## src/rtl/bi_pkg.sv

```systemverilog
`timescale 1ns / 1ps
// Shared types and constants of the block interleaver.
// No dependencies; every other file of the block refers to this package.
package bi_pkg;

  localparam int CFG_INDEX_W = 2;
  localparam int CFG_DATA_W  = 7;

  // Output queue geometry
  localparam int QUEUE_DEPTH = 4;
  localparam int QUEUE_AW    = 2;
  localparam int QUEUE_CW    = 3;

  typedef enum logic [CFG_INDEX_W-1:0] {
    REG_ROW_COUNT    = 2'd0,
    REG_COLUMN_COUNT = 2'd1
  } reg_index_t;

  // Per-cycle command from the address front end to the bank memory
  typedef struct packed {
    logic wr_en;
    logic rd_en;
    logic rd_last;
  } mem_cmd_t;

endpackage

```

## src/rtl/bi_if.sv

```systemverilog


interface bi_out_if #(parameter int DATA_WIDTH = 16);
  logic                         valid;
  logic                         ready;
  logic signed [DATA_WIDTH-1:0] sample_out;
  logic                         block_end;

  modport source (output valid, output sample_out, output block_end, input ready);
  modport sink   (input valid, input sample_out, input block_end, output ready);
endinterface


```

## src/rtl/bi_queue.sv

```systemverilog
`timescale 1ns / 1ps
// Output queue of the block interleaver: holds read samples until the
// result channel takes them. Uses bi_pkg for its depth.
module bi_queue #(
  parameter int DATA_WIDTH = 16
) (
  input  logic                            clk,
  input  logic                            rst_n,
  input  logic                            push,
  input  logic signed [DATA_WIDTH-1:0]    push_data,
  input  logic                            push_last,
  output logic [bi_pkg::QUEUE_CW-1:0]     count,
  bi_out_if.source                        out_if
);

  logic signed [DATA_WIDTH-1:0]       data_r [bi_pkg::QUEUE_DEPTH];
  logic                               last_r [bi_pkg::QUEUE_DEPTH];
  logic [bi_pkg::QUEUE_AW-1:0]        wr_ptr_r, wr_ptr_nxt;
  logic [bi_pkg::QUEUE_AW-1:0]        rd_ptr_r, rd_ptr_nxt;
  logic [bi_pkg::QUEUE_CW-1:0]        count_r, count_nxt;
  logic                               pop;

  assign pop = out_if.valid & out_if.ready;

  always_comb begin
    wr_ptr_nxt = push ? wr_ptr_r + bi_pkg::QUEUE_AW'(1) : wr_ptr_r;
    rd_ptr_nxt = pop ? rd_ptr_r + bi_pkg::QUEUE_AW'(1) : rd_ptr_r;
    count_nxt  = count_r + bi_pkg::QUEUE_CW'(push) - bi_pkg::QUEUE_CW'(pop);
  end

  always_ff @(posedge clk) begin
    if (push) begin
      data_r[wr_ptr_r] <= push_data;
      last_r[wr_ptr_r] <= push_last;
    end
  end

  always_ff @(posedge clk) begin
    if (!rst_n) begin
      wr_ptr_r <= '0;
      rd_ptr_r <= '0;
      count_r  <= '0;
    end else begin
      wr_ptr_r <= wr_ptr_nxt;
      rd_ptr_r <= rd_ptr_nxt;
      count_r  <= count_nxt;
    end
  end

  assign count             = count_r;
  assign out_if.valid      = (count_r != '0);
  assign out_if.sample_out = data_r[rd_ptr_r];
  assign out_if.block_end  = last_r[rd_ptr_r];

endmodule

```

## src/flat_wrapper.sv

```systemverilog
// flat-port wrapper written by rule: the top's interface ports become plain ports
module bi_queue_flat 
#(
  parameter int DATA_WIDTH = 16
)
  (clk, rst_n, push, push_data, push_last, count, out_if_valid, out_if_sample_out, out_if_block_end, out_if_ready);
  bi_out_if #(.DATA_WIDTH(DATA_WIDTH)) out_if_i ();
  input  logic clk;
  input  logic rst_n;
  input  logic push;
  input  logic signed [DATA_WIDTH-1:0] push_data;
  input  logic push_last;
  output logic [bi_pkg::QUEUE_CW-1:0] count;
  output wire logic [$bits(out_if_i.valid)-1:0] out_if_valid;
  output wire logic [$bits(out_if_i.sample_out)-1:0] out_if_sample_out;
  output wire logic [$bits(out_if_i.block_end)-1:0] out_if_block_end;
  input wire logic [$bits(out_if_i.ready)-1:0] out_if_ready;
  assign out_if_valid = out_if_i.valid;
  assign out_if_sample_out = out_if_i.sample_out;
  assign out_if_block_end = out_if_i.block_end;
  assign out_if_i.ready = out_if_ready;
  bi_queue #(.DATA_WIDTH(DATA_WIDTH)) u_core (.clk(clk), .rst_n(rst_n), .push(push), .push_data(push_data), .push_last(push_last), .count(count), .out_if(out_if_i));
endmodule
```

## config.mk

```make
export PLATFORM = sky130hd
export DESIGN_NAME = bi_queue_flat
export DESIGN_NICKNAME = d
export VERILOG_FILES = /design/src/rtl/bi_pkg.sv /design/src/rtl/bi_if.sv /design/src/rtl/bi_queue.sv /design/src/flat_wrapper.sv
export SDC_FILE = /design/constraint.sdc
export NUM_CORES = 1
export LEC_CHECK = 0
export BUFFER_PORTS_ARGS = -buffer_cell sky130_fd_sc_hd__buf_4
export CAP_MARGIN = 20
export CELL_PAD_IN_SITES_DETAIL_PLACEMENT = 1
export CELL_PAD_IN_SITES_GLOBAL_PLACEMENT = 1
export CORE_UTILIZATION = 35
export CTS_CLUSTER_DIAMETER = 100
export CTS_CLUSTER_SIZE = 25
export DETAILED_ROUTE_END_ITERATION = 6
export PLACE_DENSITY = 0.61
export SLEW_MARGIN = 30
export SYNTH_ARGS = -nofsm -noshare
export SYNTH_HDL_FRONTEND = slang
export SYNTH_SLANG_ARGS = --single-unit
```

## constraint.sdc

```tcl
create_clock -name clk -period 2.5 [get_ports clk]
set_input_delay 0.5 -clock clk [delete_from_list [all_inputs] [get_ports clk]]
set_output_delay 0.5 -clock clk [all_outputs]
set_load 0.005 [all_outputs]
```

==> results of run 1 <==
[flip-flops by register name (all words and copies together) (netlist names), named ones only]
| name | cells |
|---|---|
| u_core.data_r | 64 |
| u_core.last_r | 4 |
| u_core.count | 3 |
| u_core.rd_ptr_r | 2 |
| u_core.wr_ptr_r | 2 |
[kinds of logic after synthesis]
kind of cell | count (synthesis) | share of synthesized area
flip-flops | 77 | 0.750
multiplexers | 21 | 0.152
AND/OR/NAND/NOR | 14 | 0.0279
buffers and inverters | 10 | 0.0215
adder cells (fa/ha/maj) | 7 | 0.0321
AO/OA/AOI/OAI | 2 | 0.00592
XOR/XNOR | 2 | 0.0106
[per-stage QoR]
step / total power [mW] / hold WS (ns) / worst slack, ns
floorplan: 1.98 / 0.449 / 0.550
global placement: 2.22 / 0.471 / 0.467
detailed placement: 2.28 / 0.483 / 0.355
CTS: 3.22 / 0.337 / 0.198
global route: 3.32 / 0.335 / 0.158
finish: 3.17 / 0.351 / 0.241
[layer usage]
layer | part of all wire | wire length [µm] | vias up | global-route usage
met3 | 0.042 | 218 | 9 | 0.0340
met1 | 0.40 | 2080 | 713 | 0.143
met2 | 0.54 | 2820 | 33 | 0.239
li1 | - | - | 644 | -
met4 | 0.020 | 103 | 0 | 0.0705
met5 | 0 | 0 | - | 0
[worst max-delay path: stages (launching register included)]
cell and delay [ns]:
dfxtp_1 0.31, buf_4 0.31, mux4_1 0.64, buf_4 0.16
[synthesized netlist by cell type]
library cell and instances:
dfxtp_1 9, edfxtp_1 68, mux4_2 10, mux4_1 7, fa_1 1, o31a_1 1, mux2i_1 4, xor2_1 1
and2_1 8, buf_12 1, nor2b_1 1, nand2b_1 2, inv_1 6, buf_6 1, buf_2 2, nand2_1 2
xnor3_1 1, o311ai_0 1, ha_1 6, or3_1 1
[layout make-up]
type                    count  area, µm²
fillers                   779       4610
clock buffers               9        124
well taps                 105        131
multi-input cells          46        676
flip-flops and latches     77       2220
clock inverters             7       80.1
inverters                   6       22.5
repair buffers             47        353
[final timing paths]
kind | start | to | slack, ns | cells past startpoint
hold / removal | push_data[6] | u_core.data_r[1][6] | 0.35 | 1
setup / recovery | flip-flop | out_if_sample_out[0] | 0.24 | 3
hold reg to reg | u_core.rd_ptr_r[1] | flip-flop | 0.49 | 2
setup reg to reg | u_core.count[1] | u_core.count[2] | 0.39 | 7
[power groups by stage]
stage,combinational (mW),clock [mW],sequential (mW)
5_1_grt,0.752,1.01,1.55
3_5_place_dp,0.708,0,1.57
6_report,0.688,0.936,1.55
3_3_place_gp,0.666,0,1.56
2_1_floorplan,0.420,0,1.56
4_1_cts,0.708,0.966,1.54
==> impl_metrics.py, run 1 <==
metrics = {
    "layout": {
        "layout_common_cells": "68 x edfxtp_1, 47 x buf_4, 10 x mux4_2",
        "antennaDiodeCount": 0,
        "fin_area_um2": 3610,
        "final_common_cell": "edfxtp_1",
        "nets": 215,
        "fin_cells": 297,
        "area_growth_pct": 21.8,
        "drive_gt1_frac": 0.380,
        "fin_util": 0.439,
    },
    "cts": {
        "root_buffer": "clkbuf_8",
        "cts_tree": "done",
        "h-tree-depth": 3,
        "cts_resized": 0,
        "cts_inserted_buffers": 9,
        "cts_setup_buffers": 0,
        "clkTransAtPathRegs_ns": 0.08,
        "hold_buffers": 0,
        "clock_latency_ns": 0.34,
        "numClockSinks": 77,
        "clockBufferDepth": 2,
    },
    "placed_design": {
        "dpl_cell_area_um2": 3400,
        "placed_cells": 281,
        "io_buffers": 41,
        "routabilityCongestion": 0.705,
        "place_hpwl_um": 3620,
    },
    "global_route": {
        "grt_max_degree": 18,
        "grt_pass1_wl_um": 8220,
        "antenna_found_initial": 0,
        "grt_use_total": 0.133,
        "grt-ovfl-total": 0,
        "grt_pass1_vias": 1564,
    },
    "sta": {
        "setup_tns_ns": 0,
        "hold_violations": 0,
        "setup_viol": 0,
        "min_period_ns": 2.26,
        "tightest_slew_ns": 0.419,
        "fmax_ghz": 0.443,
        "fin_skew_ns": 0.00742,
        "max_slew_margin": 0.717,
        "maxSlewViolCount": 0,
        "finalCritPeriodShare": 0.903,
        "rsz0062_at_grt": "no",
    },
    "routing": {
        "post_drt_wl_per_cell_um": 17.6,
        "via_count": 1399,
        "drtPass1Iterations": 4,
        "drt-total-wl_um": 5220,
        "via_per_inst": 4.71,
        "detail-route-antenna-nets": 0,
        "drt_iter0_markers": 55,
        "route.detailed.drc": 0,
    },
    "worst_setup_path": {
        "required_ns": 2.00,
        "worstSetupEndpointType": "output port",
        "startpoint_type": "flip-flop",
        "cp.arrival_ns": 1.76,
        "worst-setup-path-type": "reg -> out",
        "critical_path_peak_fanout": 17,
    },
    "power_and_ir_drop": {
        "p_clk_frac": 0.295,
        "p_per_area_nw_per_um2": 878,
        "seq_power_share": 0.488,
        "p_sw_frac": 0.251,
        "vdd_drop_max_mv": 0.459,
        "p_leak_nw": 1.29,
        "p_int_mw": 2.37,
        "p_sw_mw": 0.796,
        "comb_power_share": 0.217,
    },
    "synth": {
        "synth_top_area_cell": "edfxtp_1",
        "seq_area_frac_synth": 0.750,
        "synthTopCellsByArea": "edfxtp_1 69%, mux4_2 7.6%, mux4_1 6.2%",
        "synth_top_area_frac": 0.689,
        "postSynthAreaPerCell_um2": 22.3,
        "syn-num-nets": 161,
        "yosys_register_bits": 77,
        "netlist_area_um2": 2960,
        "yosysWarnings": 0,
        "synthCells": 133,
        "yosys.cell_types.count": 20,
    },
    "floorplan": {
        "die_h_um": 94.0,
        "dieArea_um2": 8830,
        "fp.coreArea_um2": 8220,
        "die_w_um": 94.0,
        "ioPinCount": 42,
        "start_util": 0.360,
        "rows": 33,
    },
    "run": {
        "drv_cap": 0,
    },
    "run_status": {
        "status": "finished, final reports clean",
    },
    "min_path": {
        "min-delay-path-class": "in -> reg",
    },
}
(Power assumes the default switching activity.)
==> run 2, diff against run 1 <==
--- a/config.mk
+++ b/config.mk
@@ -5,7 +5,7 @@
 export SDC_FILE = /design/constraint.sdc
 export NUM_CORES = 1
 export LEC_CHECK = 0
-export BUFFER_PORTS_ARGS = -buffer_cell sky130_fd_sc_hd__buf_4
+export BUFFER_PORTS_ARGS = -buffer_cell sky130_fd_sc_hd__buf_2
 export CAP_MARGIN = 20
 export CELL_PAD_IN_SITES_DETAIL_PLACEMENT = 1
 export CELL_PAD_IN_SITES_GLOBAL_PLACEMENT = 1
==> impl_metrics.py, run 2 (synthesis results as in run 1) <==
metrics = {
    "cts": {
        "cts_tree": "done",
        "cts_setup_buffers": 0,
        "root_buffer": "clkbuf_8",
        "clockBufferDepth": 2,
        "hold_buffers": 0,
        "clock_latency_ns": 0.35,
        "cts_resized": 0,
        "h-tree-depth": 3,
        "numClockSinks": 77,
        "cts_inserted_buffers": 9,
        "clkTransAtPathRegs_ns": 0.08,
    },
    "sta": {
        "setup_tns_ns": 0,
        "maxSlewViolCount": 0,
        "fmax_ghz": 0.447,
        "min_period_ns": 2.24,
        "setup_viol": 0,
        "finalCritPeriodShare": 0.896,
        "max_slew_margin": 0.698,
        "rsz0062_at_grt": "no",
        "hold_violations": 0,
        "finalWorstSetupSlack_ns": 0.261,
        "fin_skew_ns": 0.0131,
        "tightest_slew_ns": 0.447,
    },
    "routing": {
        "post_drt_wl_per_cell_um": 17.3,
        "drt_iter0_markers": 56,
        "drt-total-wl_um": 5130,
        "met1_length_um": 2090,
        "via_per_inst": 4.68,
        "via_count": 1389,
        "wl_met3_um": 248,
        "route.detailed.drc": 0,
        "detail-route-antenna-nets": 0,
        "wl_met2_um": 2720,
        "drtPass1Iterations": 4,
        "top_layer": "met4",
    },
    "worst_setup_path": {
        "worstReg2RegEnd": "u_core.count[2]",
        "cp.arrival_ns": 1.74,
        "worstSetupEndpointType": "output port",
        "reg2reg_from": "u_core.count[1]",
        "critical_path_peak_fanout": 17,
        "startpoint_type": "flip-flop",
        "required_ns": 2.00,
        "r2r_cells": 7,
        "rrSetupSlack_ns": 0.44,
        "worst-setup-path-type": "reg -> out",
    },
    "global_route": {
        "grt_pass1_vias": 1541,
        "antenna_found_initial": 0,
        "grt-ovfl-total": 0,
        "grt_use_total": 0.130,
        "grt_pass1_wl_um": 7970,
        "grt_max_degree": 18,
    },
    "power_and_ir_drop": {
        "p_per_area_nw_per_um2": 915,
        "vdd_drop_max_mv": 0.354,
        "p_leak_nw": 1.27,
    },
    "run": {
        "drv_cap": 0,
    },
    "floorplan": {
        "fp.coreArea_um2": 8220,
        "rows": 33,
        "die_w_um": 94.0,
        "start_util": 0.360,
        "dieArea_um2": 8830,
        "die_h_um": 94.0,
        "ioPinCount": 42,
    },
    "placed_design": {
        "routabilityCongestion": 0.767,
        "io_buffers": 41,
        "place_ws_ns": 0.395,
        "place_hpwl_um": 3460,
    },
    "layout": {
        "antennaDiodeCount": 0,
        "fin_util": 0.431,
        "regMostFlops": "u_core.data_r",
        "largest_reg_flops": 64,
        "final_common_cell": "edfxtp_1",
        "fillers": 793,
        "drive_gt1_frac": 0.375,
        "layout_common_cells": "68 x edfxtp_1, 41 x buf_2, 10 x mux4_2",
        "area_growth_pct": 19.5,
        "nets": 215,
    },
    "min_path": {
        "hold_depth": 1,
        "whs_endpoint": "u_core.data_r[3][6]",
        "min-delay-path-class": "in -> reg",
        "holdCritStartpoint": "push_data[6]",
    },
    "run_status": {
        "status": "finished, final reports clean",
    },
}
## run 2: changes by cell type in the layout (fill, tap and decap cells not counted), sizes merged
cell	delta
clkinv	+1
inv	-3
bufinv	+2
## run 2: metrics by stage
step	hold slack [ns]	instances	total power [mW]	area (µm²)
3_5_place_dp	0.494	281	2.20	3300
3_3_place_gp	0.462	281	2.14	3300
6_report	0.372	297	3.24	3540
2_1_floorplan	0.449	133	1.98	2960
4_1_cts	0.354	297	3.28	3540
5_1_grt	0.355	297	3.38	3540
## run 2: layout make-up
| class | instances | area (µm²) | share of cell area |
|---|---|---|---|
| inverter | 6 | 22.5 | 0.00636 |
| sequential | 77 | 2220 | 0.628 |
| clock buffer | 9 | 124 | 0.0350 |
| tap | 105 | 131 | 0.0371 |
| clock inverter | 7 | 114 | 0.0322 |
| timing repair buffer | 47 | 250 | 0.0707 |
| multi-input combinational | 46 | 676 | 0.191 |
## run 2: worst max path at each step
stage                           endpoint  depth (start not counted)             from  slack (ns)
finish              out_if_sample_out[1]                          3        flip-flop        0.26
CTS                 out_if_sample_out[1]                          3        flip-flop        0.22
floorplan                u_core.count[2]                          7  u_core.count[1]        0.55
global placement         u_core.count[2]                          8     out_if_ready        0.48
detailed placement       u_core.count[2]                          8     out_if_ready        0.40
global route        out_if_sample_out[1]                          3        flip-flop        0.16
## run 2: worst max-delay path: stages (launching register included)
cell and delay (ns):
dfxtp_1 0.31, buf_4 0.31, mux4_1 0.62, buf_2 0.15
## run 2: routing by layer
metal | global-route usage | vias to the layer above
met5 | 0 | -
met1 | 0.142 | 707
li1 | - | 645
met2 | 0.227 | 31
met4 | 0.0538 | 0
met3 | 0.0494 | 6
## run 2: power by group
group	switching, mW	total [mW]	leakage, nW	internal, mW
combinational	0.272	0.609	0.461	0.337
sequential	0.0478	1.54	0.699	1.49
clock	0.432	1.09	0.113	0.657
