**config.mk**
```make
export PLATFORM = sky130hd
export DESIGN_NAME = bi_front
export DESIGN_NICKNAME = d
export VERILOG_FILES = /design/src/rtl/bi_pkg.sv /design/src/rtl/bi_front.sv
export SDC_FILE = /design/constraint.sdc
export NUM_CORES = 1
export LEC_CHECK = 0
export BUFFER_PORTS_ARGS = -buffer_cell sky130_fd_sc_hd__buf_2
export CAP_MARGIN = 20
export CELL_PAD_IN_SITES_DETAIL_PLACEMENT = 0
export CELL_PAD_IN_SITES_GLOBAL_PLACEMENT = 1
export CORE_ASPECT_RATIO = 1.25
export CORE_MARGIN = 3
export CORE_UTILIZATION = 45
export CTS_CLUSTER_DIAMETER = 80
export DETAILED_ROUTE_END_ITERATION = 10
export PLACE_DENSITY_LB_ADDON = 0.1
export SLEW_MARGIN = 30
export SYNTH_ARGS = -nofsm -noshare
export SYNTH_HDL_FRONTEND = slang
export SYNTH_SLANG_ARGS = --single-unit
```
**constraint.sdc**
```tcl
create_clock -name clk -period 6.55 [get_ports clk]
set_input_delay 1.31 -clock clk [delete_from_list [all_inputs] [get_ports clk]]
set_output_delay 1.31 -clock clk [all_outputs]
set_load 0.005 [all_outputs]
```
**src/rtl/bi_pkg.sv**
```systemverilog
`timescale 1ns / 1ps
// Shared types and constants of the block interleaver.
// No dependencies; every other file of the block refers to this package.
package bi_pkg;

  localparam int CFG_INDEX_W = 2;
  localparam int CFG_DATA_W  = 7;

  // Output queue geometry
  localparam int QUEUE_DEPTH = 4;
  localparam int QUEUE_AW    = 2;
  localparam int QUEUE_CW    = 3;

  typedef enum logic [CFG_INDEX_W-1:0] {
    REG_ROW_COUNT    = 2'd0,
    REG_COLUMN_COUNT = 2'd1
  } reg_index_t;

  // Per-cycle command from the address front end to the bank memory
  typedef struct packed {
    logic wr_en;
    logic rd_en;
    logic rd_last;
  } mem_cmd_t;

endpackage

```
**src/rtl/bi_front.sv**
```systemverilog
`timescale 1ns / 1ps
// Front end of the block interleaver: size registers, write and read
// counters, bank select and memory address generation. Uses bi_pkg.
module bi_front #(
  parameter int MAX_ROWS    = 64,
  parameter int MAX_COLUMNS = 64,
  parameter int DATA_WIDTH  = 16,
  parameter int ADDR_W      = 13
) (
  input  logic                            clk,
  input  logic                            rst_n,
  input  logic                            cfg_we,
  input  logic [bi_pkg::CFG_INDEX_W-1:0]  cfg_index,
  input  logic [bi_pkg::CFG_DATA_W-1:0]   cfg_data,
  input  logic                            accept,
  input  logic signed [DATA_WIDTH-1:0]    sample,
  output bi_pkg::mem_cmd_t                cmd,
  output logic [ADDR_W-1:0]               wr_addr,
  output logic [ADDR_W-1:0]               rd_addr,
  output logic signed [DATA_WIDTH-1:0]    wr_data
);

  localparam int RW   = $clog2(MAX_ROWS + 1);
  localparam int CW   = $clog2(MAX_COLUMNS + 1);
  localparam int RRW  = (MAX_ROWS > 1) ? $clog2(MAX_ROWS) : 1;
  localparam int RCW  = (MAX_COLUMNS > 1) ? $clog2(MAX_COLUMNS) : 1;
  localparam int WPW  = ADDR_W - 1;
  localparam int SW   = RW + CW;
  localparam int LW   = RRW + CW + 1;
  localparam int ROW_RST = (MAX_ROWS < 8) ? MAX_ROWS : 8;
  localparam int COL_RST = (MAX_COLUMNS < 8) ? MAX_COLUMNS : 8;

  logic [RW-1:0]  row_cnt_r, row_cnt_nxt;
  logic [CW-1:0]  col_cnt_r, col_cnt_nxt;
  logic [WPW-1:0] wr_pos_r, wr_pos_nxt;
  logic [RRW-1:0] rd_row_r, rd_row_nxt;
  logic [RCW-1:0] rd_col_r, rd_col_nxt;
  logic           wr_bank_r, wr_bank_nxt;
  logic           primed_r, primed_nxt;

  logic [SW-1:0]  size;
  logic [LW-1:0]  rd_lin;
  logic           last_row;
  logic           last_col;
  logic           block_done;
  logic [RW-1:0]  row_wr;
  logic [CW-1:0]  col_wr;

  assign size       = SW'(row_cnt_r) * SW'(col_cnt_r);
  assign rd_lin     = LW'(rd_row_r) * LW'(col_cnt_r) + LW'(rd_col_r);
  assign last_row   = (32'(rd_row_r) + 32'd1) >= 32'(row_cnt_r);
  assign last_col   = (32'(rd_col_r) + 32'd1) >= 32'(col_cnt_r);
  assign block_done = (32'(wr_pos_r) + 32'd1) >= 32'(size);

  // Clamp register writes into the supported size range
  always_comb begin
    if (cfg_data == '0) begin
      row_wr = RW'(1);
      col_wr = CW'(1);
    end else begin
      row_wr = (32'(cfg_data) > MAX_ROWS) ? RW'(MAX_ROWS) : RW'(cfg_data);
      col_wr = (32'(cfg_data) > MAX_COLUMNS) ? CW'(MAX_COLUMNS) : CW'(cfg_data);
    end
  end

  always_comb begin
    row_cnt_nxt = row_cnt_r;
    col_cnt_nxt = col_cnt_r;
    wr_pos_nxt  = wr_pos_r;
    rd_row_nxt  = rd_row_r;
    rd_col_nxt  = rd_col_r;
    wr_bank_nxt = wr_bank_r;
    primed_nxt  = primed_r;

    if (cfg_we) begin
      case (cfg_index)
        bi_pkg::REG_ROW_COUNT:    row_cnt_nxt = row_wr;
        bi_pkg::REG_COLUMN_COUNT: col_cnt_nxt = col_wr;
        default: ;
      endcase
    end

    if (accept) begin
      if (primed_r) begin
        if (last_row) begin
          rd_row_nxt = '0;
          rd_col_nxt = last_col ? '0 : rd_col_r + RCW'(1);
        end else begin
          rd_row_nxt = rd_row_r + RRW'(1);
        end
      end
      wr_pos_nxt = wr_pos_r + WPW'(1);
      // Block full: swap banks and restart the read scan
      if (block_done) begin
        wr_pos_nxt  = '0;
        wr_bank_nxt = ~wr_bank_r;
        primed_nxt  = 1'b1;
        rd_row_nxt  = '0;
        rd_col_nxt  = '0;
      end
    end
  end

  always_ff @(posedge clk) begin
    if (!rst_n) begin
      row_cnt_r <= RW'(ROW_RST);
      col_cnt_r <= CW'(COL_RST);
      wr_pos_r  <= '0;
      rd_row_r  <= '0;
      rd_col_r  <= '0;
      wr_bank_r <= 1'b0;
      primed_r  <= 1'b0;
    end else begin
      row_cnt_r <= row_cnt_nxt;
      col_cnt_r <= col_cnt_nxt;
      wr_pos_r  <= wr_pos_nxt;
      rd_row_r  <= rd_row_nxt;
      rd_col_r  <= rd_col_nxt;
      wr_bank_r <= wr_bank_nxt;
      primed_r  <= primed_nxt;
    end
  end

  assign cmd.wr_en   = accept;
  assign cmd.rd_en   = accept & primed_r;
  assign cmd.rd_last = last_row & last_col;
  assign wr_addr     = {wr_bank_r, wr_pos_r};
  assign rd_addr     = {~wr_bank_r, rd_lin[WPW-1:0]};
  assign wr_data     = sample;

endmodule

```
==> results of run 1 <==
[metrics by stage]
stage          power, mW  worst slack [ns]  area (µm²)  hold WS [ns]  cells
5_1_grt           0.6092           0.07895        6192        0.5362    871
2_1_floorplan     0.3303            0.7922        5818        0.4546    694
4_1_cts           0.5880            0.2514        6191        0.5001    871
3_3_place_gp      0.3508            0.5244        6053        0.4830    864
6_report          0.5822            0.3541        6192        0.4949    871
3_5_place_dp      0.3518            0.4273        6053        0.4910    864
[flip-flops by register name, indices dropped and copies added (netlist names)]
name       flops
primed_r       1
rd_col_r       6
col_cnt_r      7
wr_bank_r      1
wr_pos_r      12
row_cnt_r      7
rd_row_r       6
[area by class of cell]
class,instances,area (µm²)
Fill cell,1229,6195
Sequential cell,40,802.0
Inverter,86,322.8
Clock inverter,2,12.51
Multi-Input combinational cell,524,4452
Tap cell,164,205.2
Timing Repair Buffer,50,272.8
Clock buffer,5,125.1
[logic make-up (layout without fill, tap and decap cells)]
group	count (synthesis)	after routing	synth area share [%]
AO/OA/AOI/OAI	97	97	11.48
XOR/XNOR	42	42	6.323
adder cells (fa/ha/maj)	139	139	35.96
buffers and inverters	130	143	9.720
flip-flops	40	40	13.76
multiplexers	6	6	1.054
AND/OR/NAND/NOR	240	240	21.70
[final timing paths]
path,start,to,slack (ns),cells past startpoint
max reg2reg,col_cnt_r[3]$_SDFFE_PN1P_,rd_row_r[5]$_SDFFE_PN0P_,0.53,26
min reg2reg,primed_r$_SDFFE_PN0P_,primed_r$_SDFFE_PN0P_,0.49,2
min,primed_r$_SDFFE_PN0P_,primed_r$_SDFFE_PN0P_,0.49,2
max,col_cnt_r[0]$_SDFFE_PN0P_,rd_addr[11],0.35,13
[layer usage]
layer | wire [µm] | GRT usage (%)
met2 | 7542 | 38.24
met4 | 308 | 5.193
met1 | 5648 | 22.70
met5 | 0 | 0
met3 | 266 | 2.181
[cells in the final DEF (no fill, tap or decap), types with 3 or more instances in the layout]
| cell | count |
|---|---|
| a211oi_1 | 3 |
| a21boi_0 | 8 |
| a21o_1 | 7 |
| a21oi_1 | 26 |
| a22o_1 | 3 |
| a31o_2 | 9 |
| a31oi_1 | 4 |
| and2_1 | 35 |
| and3_1 | 17 |
| and4_1 | 4 |
| buf_2 | 41 |
| buf_4 | 9 |
| clkbuf_16 | 5 |
| dfxtp_1 | 39 |
| fa_1 | 47 |
| ha_1 | 92 |
| inv_1 | 84 |
| mux2i_1 | 5 |
| nand2_1 | 72 |
| nand2b_1 | 6 |
| nand3_1 | 14 |
| nand3b_1 | 7 |
| nand4_1 | 3 |
| nand4b_1 | 10 |
| nor2_1 | 40 |
| nor2b_1 | 14 |
| nor3_1 | 9 |
| o21a_1 | 4 |
| o21ai_0 | 12 |
| o311ai_0 | 3 |
| xnor2_1 | 25 |
| xor2_1 | 17 |
[worst max-delay path, cell delays in order, from the launching register on]
cell and delay [ns]:
dfxtp_1 0.72, nand2_1 0.17, fa_1 0.53, fa_1 0.52
fa_1 0.54, inv_1 0.05, fa_1 0.46, ha_1 0.37
nand2_1 0.08, o21ai_0 0.12, o41ai_1 0.52, o21ai_0 0.23
xnor2_1 0.16, buf_2 0.13
[power groups by stage]
stage / Combinational, mW / Sequential, mW / Clock (mW)
after global placement: 0.0904 / 0.260 / 0
after CTS: 0.0920 / 0.255 / 0.241
final: 0.0908 / 0.255 / 0.236
after detailed placement: 0.0912 / 0.261 / 0
after floorplan: 0.0731 / 0.257 / 0
after global routing: 0.103 / 0.256 / 0.251
==> metrics.csv, run 1 <==
metric;value;unit
HP Class;flip-flop to flip-flop;
Psw;0.1615;mW
share of cells above drive strength 1;10.33;%
CP startpoint kind;flip-flop;
Layout Area Growth over Synthesis;6.430;%
TritonRoute pass-1 iters;4;
clock root buffer;clkbuf_16;
initial detailed-routing violation count;128;
fmax;161.4;MHz
synth cell count leaders;ha_1, inv_1, nand2_1, fa_1;
die extent in y;133.1;µm
Num CTS Buffers;5;
Clk pwr share;40.6;%
Final Hold Viols;0;
Synth Register Bits;40;
final setup fails;0;
drc violations;0;
first-pass GRT wire length;23.22;mm
most instantiated library cell after synthesis;ha_1;
Leak Pwr;3.210;nW
Detail Placement HPWL;11.37;mm
outcome;complete, no violations;
area of the mapped netlist;0.005818;mm²
clk buf depth;2;
worst-case vdd ir drop;0.1276;mV
crit path kind;flip-flop to output pin;
Post-Syn Area per Cell;8.383;µm²
combinational fraction of design power;15.6;%
sequential share of power;43.8;%
synthesized instance count;694;
final wirelength;13.77;mm
Post-CTS Setup Bufs;0;
post-synth cell types;55;
vias per cell;5.433;
fin util;49.99;%
die area;0.01434;mm²
Clock Skews;0.004755;ns
vias;4732;
post-route minimum period;6.196;ns
post-synth net total;862;
vias in the first global route;4831;
Final period util;94.59;%
Req. time, crit path;5.24;ns
Max-cap violations;0;
# clock sinks;40;
internal power;0.4207;mW
Die Span X;107.7;µm
Worst-Margin Slew;0.8381;ns
cts repair resizes;0;
RSZ-0062 raised after global routing;false;
initial antenna violation count;0;
Sw Share;27.74;%
EDFF count, synth;0;
Worst Path Arrival;4.89;ns
Yosys top cell by area;ha_1;
Initial Util;46.97;%
clock slew at reported path FFs;0.06;ns
number of buffers inserted by port buffering;41;
antenna fix cells;0;
core outline area;0.01239;mm²
Seq/Total Area, Yosys;13.76;%
Nets;875;
Final Max Tran Viols;0;
CTS tree;built;
top post-synthesis cells by area;ha_1, fa_1, dfxtp_1, inv_1, nand2_1;
Max-slew headroom;44.12;%
fraction of registers with async set/reset;0;%
Setup TNS Final;0;ns
all-layer global routing usage;19.82;%
pwr dens;94.03;mW/mm²
grt ovf;0;
total I/O pin count;74;
Synth Flop Type;dfxtp_1;
H-tree depth;2;
crit-path max FO;15;
Yosys top cell area share;19.78;%
RePlAce Congestion;0.8489;
drt wl/cell;15.80;µm
ANT nets after route;0;
Hold-fix buffers, CTS;0;
row count;45;
largest net degree at the start of global routing;53;
Ys Warns;0;
insertion delay to the later sink of the worst-skew pair;0.28;ns
Worst setup EP type;output pin;
No activity file was read; power rests on OpenSTA's default activity.
==> inputs of run 2 (changes only) <==
--- a/config.mk
+++ b/config.mk
@@ -9,10 +9,8 @@
 export CAP_MARGIN = 20
-export CELL_PAD_IN_SITES_DETAIL_PLACEMENT = 0
-export CELL_PAD_IN_SITES_GLOBAL_PLACEMENT = 1
 export CORE_ASPECT_RATIO = 1.25
 export CORE_MARGIN = 3
-export CORE_UTILIZATION = 45
+export CORE_UTILIZATION = 54
 export CTS_CLUSTER_DIAMETER = 80
 export DETAILED_ROUTE_END_ITERATION = 10
-export PLACE_DENSITY_LB_ADDON = 0.1
+export PLACE_DENSITY = 0.75
 export SLEW_MARGIN = 30
==> constraint.sdc (replaced) <==
create_clock -name clk -period 6.55 [get_ports clk]
set_input_delay 0.3275 -clock clk [delete_from_list [all_inputs] [get_ports clk]]
set_output_delay 0.3275 -clock clk [all_outputs]
set_load 0.005 [all_outputs]
==> run 2 against run 1 <==
Via count increased by 1.6%. Clock power increased by 22%. Die area decreased by 16%. Largest cell class unchanged.
==> metrics.csv, run 2 (synthesis gave the netlist of run 1 again) <==
metric;value;unit
outcome;complete, no violations;
core outline area;0.01031;mm²
Die Span X;98.84;µm
final setup fails;0;
all-layer global routing usage;22.57;%
worst-case vdd ir drop;0.1268;mV
largest registers;wr_pos_r x12, col_cnt_r x7, row_cnt_r x7;
CP startpoint;col_cnt_r[3]$_SDFFE_PN1P_;
Final period util;94.11;%
first-pass GRT wire length;22.50;mm
drt wl/cell;15.82;µm
RSZ-0062 raised after global routing;false;
Num CTS Buffers;5;
met2 WL;6.813;mm
flip-flop count of the largest register after layout;12;
slowest stage delay, CP;0.55;ns
Post-CTS Setup Bufs;0;
Worst setup EP type;flip-flop;
grt ovf;0;
post-route minimum period;6.164;ns
crit path kind;flip-flop to flip-flop;
uppermost layer routed;met4;
final wirelength;13.16;mm
Req. time, crit path;6.78;ns
die area;0.01206;mm²
Initial Util;56.43;%
commonest non-fill, non-tap cell in the layout;ha_1;
most used cell, CP;inv_1;
FF-to-FF Start;col_cnt_r[3]$_SDFFE_PN1P_;
routed length on met3;611;µm
commonest cells after routing, fill and taps aside;ha_1, inv_1, nand2_1;
total chip power;0.6313;mW
Detail Placement HPWL;10.70;mm
DRT met1 WL;5.238;mm
Worst Path Arrival;6.39;ns
ANT nets after route;0;
Clock Skews;0.01156;ns
insertion delay to the later sink of the worst-skew pair;0.29;ns
H-tree depth;2;
Critical-path top delay cell;fa_1;
Max-cap violations;0;
largest net degree at the start of global routing;53;
initial detailed-routing violation count;233;
Hold-fix buffers, CTS;0;
clock root buffer;clkbuf_16;
CP startpoint kind;flip-flop;
total I/O pin count;74;
Final Max Tran Viols;0;
Setup TNS Final;0;ns
HP Class;primary input to flip-flop;
Nets;870;
row count;41;
clk buf depth;2;
Worst-Margin Slew;0.8362;ns
Area after DPL;0.005972;mm²
HP Start;cfg_data[6];
Finished Cell Area;0.006151;mm²
crit-path max FO;9;
vias in the first global route;4975;
vias;4808;
antenna fix cells;0;
fill count;913;
die extent in y;122.1;µm
Leak Pwr;3.199;nW
clock slew at reported path FFs;0.06;ns
vias per cell;5.779;
pwr dens;102.6;mW/mm²
fmax;162.2;MHz
initial antenna violation count;0;
Layout Area Growth over Synthesis;5.720;%
Max-slew headroom;44.25;%
Largest Register;wr_pos_r;
number of buffers inserted by port buffering;41;
TritonRoute pass-1 iters;5;
CTS tree;built;
drc violations;0;
Final Hold Viols;0;
share of cells above drive strength 1;9.957;%
RePlAce Congestion;0.9624;
# clock sinks;40;
run 2: per-layer routing:
metal  vias up  GRT usage [%]
met5         -              0
met4         0          8.881
met3        40          3.150
met2       163          41.89
met1      2283          25.89
li1       2322              -
run 2: worst max-delay path, delay by kind of cell (launching register included):
kind	cells	cell delay [ns]
DFF	1	0.40
AOI/OAI and AO/OA	5	0.97
buffers and inverters	5	0.44
and+or+nand+nor	8	1.51
adders and majority gates	6	2.61
xor gates and xnor gates	1	0.18
run 2: final timing paths:
path	to	slack [ns]	cells past startpoint
max	rd_col_r[2]$_SDFFE_PN0P_	0.39	25
min reg2reg	primed_r$_SDFFE_PN0P_	0.51	2
min	row_cnt_r[6]$_SDFFE_PN0P_	0.37	3
max reg2reg	rd_col_r[2]$_SDFFE_PN0P_	0.39	25
run 2: report_power, final:
group          leakage (nW)  internal [mW]  switching [mW]
Combinational          2.79         0.0339          0.0548
Sequential            0.323          0.248         0.00793
Clock                0.0804          0.181           0.106
Total                  3.20          0.463           0.168
run 2: cell type report:
| class | instances | area, µm² | share of cell area (%) |
|---|---|---|---|
| Timing Repair Buffer | 45 | 235.2 | 3.824 |
| Clock buffer | 5 | 125.1 | 2.034 |
| Clock inverter | 3 | 46.29 | 0.7526 |
| Tap cell | 129 | 161.4 | 2.624 |
| Sequential cell | 40 | 800.8 | 13.02 |
| Inverter | 86 | 322.8 | 5.248 |
| Multi-Input combinational cell | 524 | 4459 | 72.50 |
run 2: repair_timing:
| item | 4_1_cts | 5_1_grt |
|---|---|---|
| resized for setup | 0 | 4 |
| endpoints found under the setup margin | 0 | 14 |
| endpoints found under the hold margin | 0 | 0 |
run 2: stage by stage:
stage,utilization (%),setup WS [ns],instances,hold WS (ns)
after floorplan,-,0.7922,694,0.4546
final,59.65,0.3861,832,0.3741
after detailed placement,57.92,0.2746,824,0.4965
after global routing,59.65,0.02425,832,0.3890
after CTS,59.58,0.2540,832,0.3734
after global placement,57.92,0.5243,824,0.4891
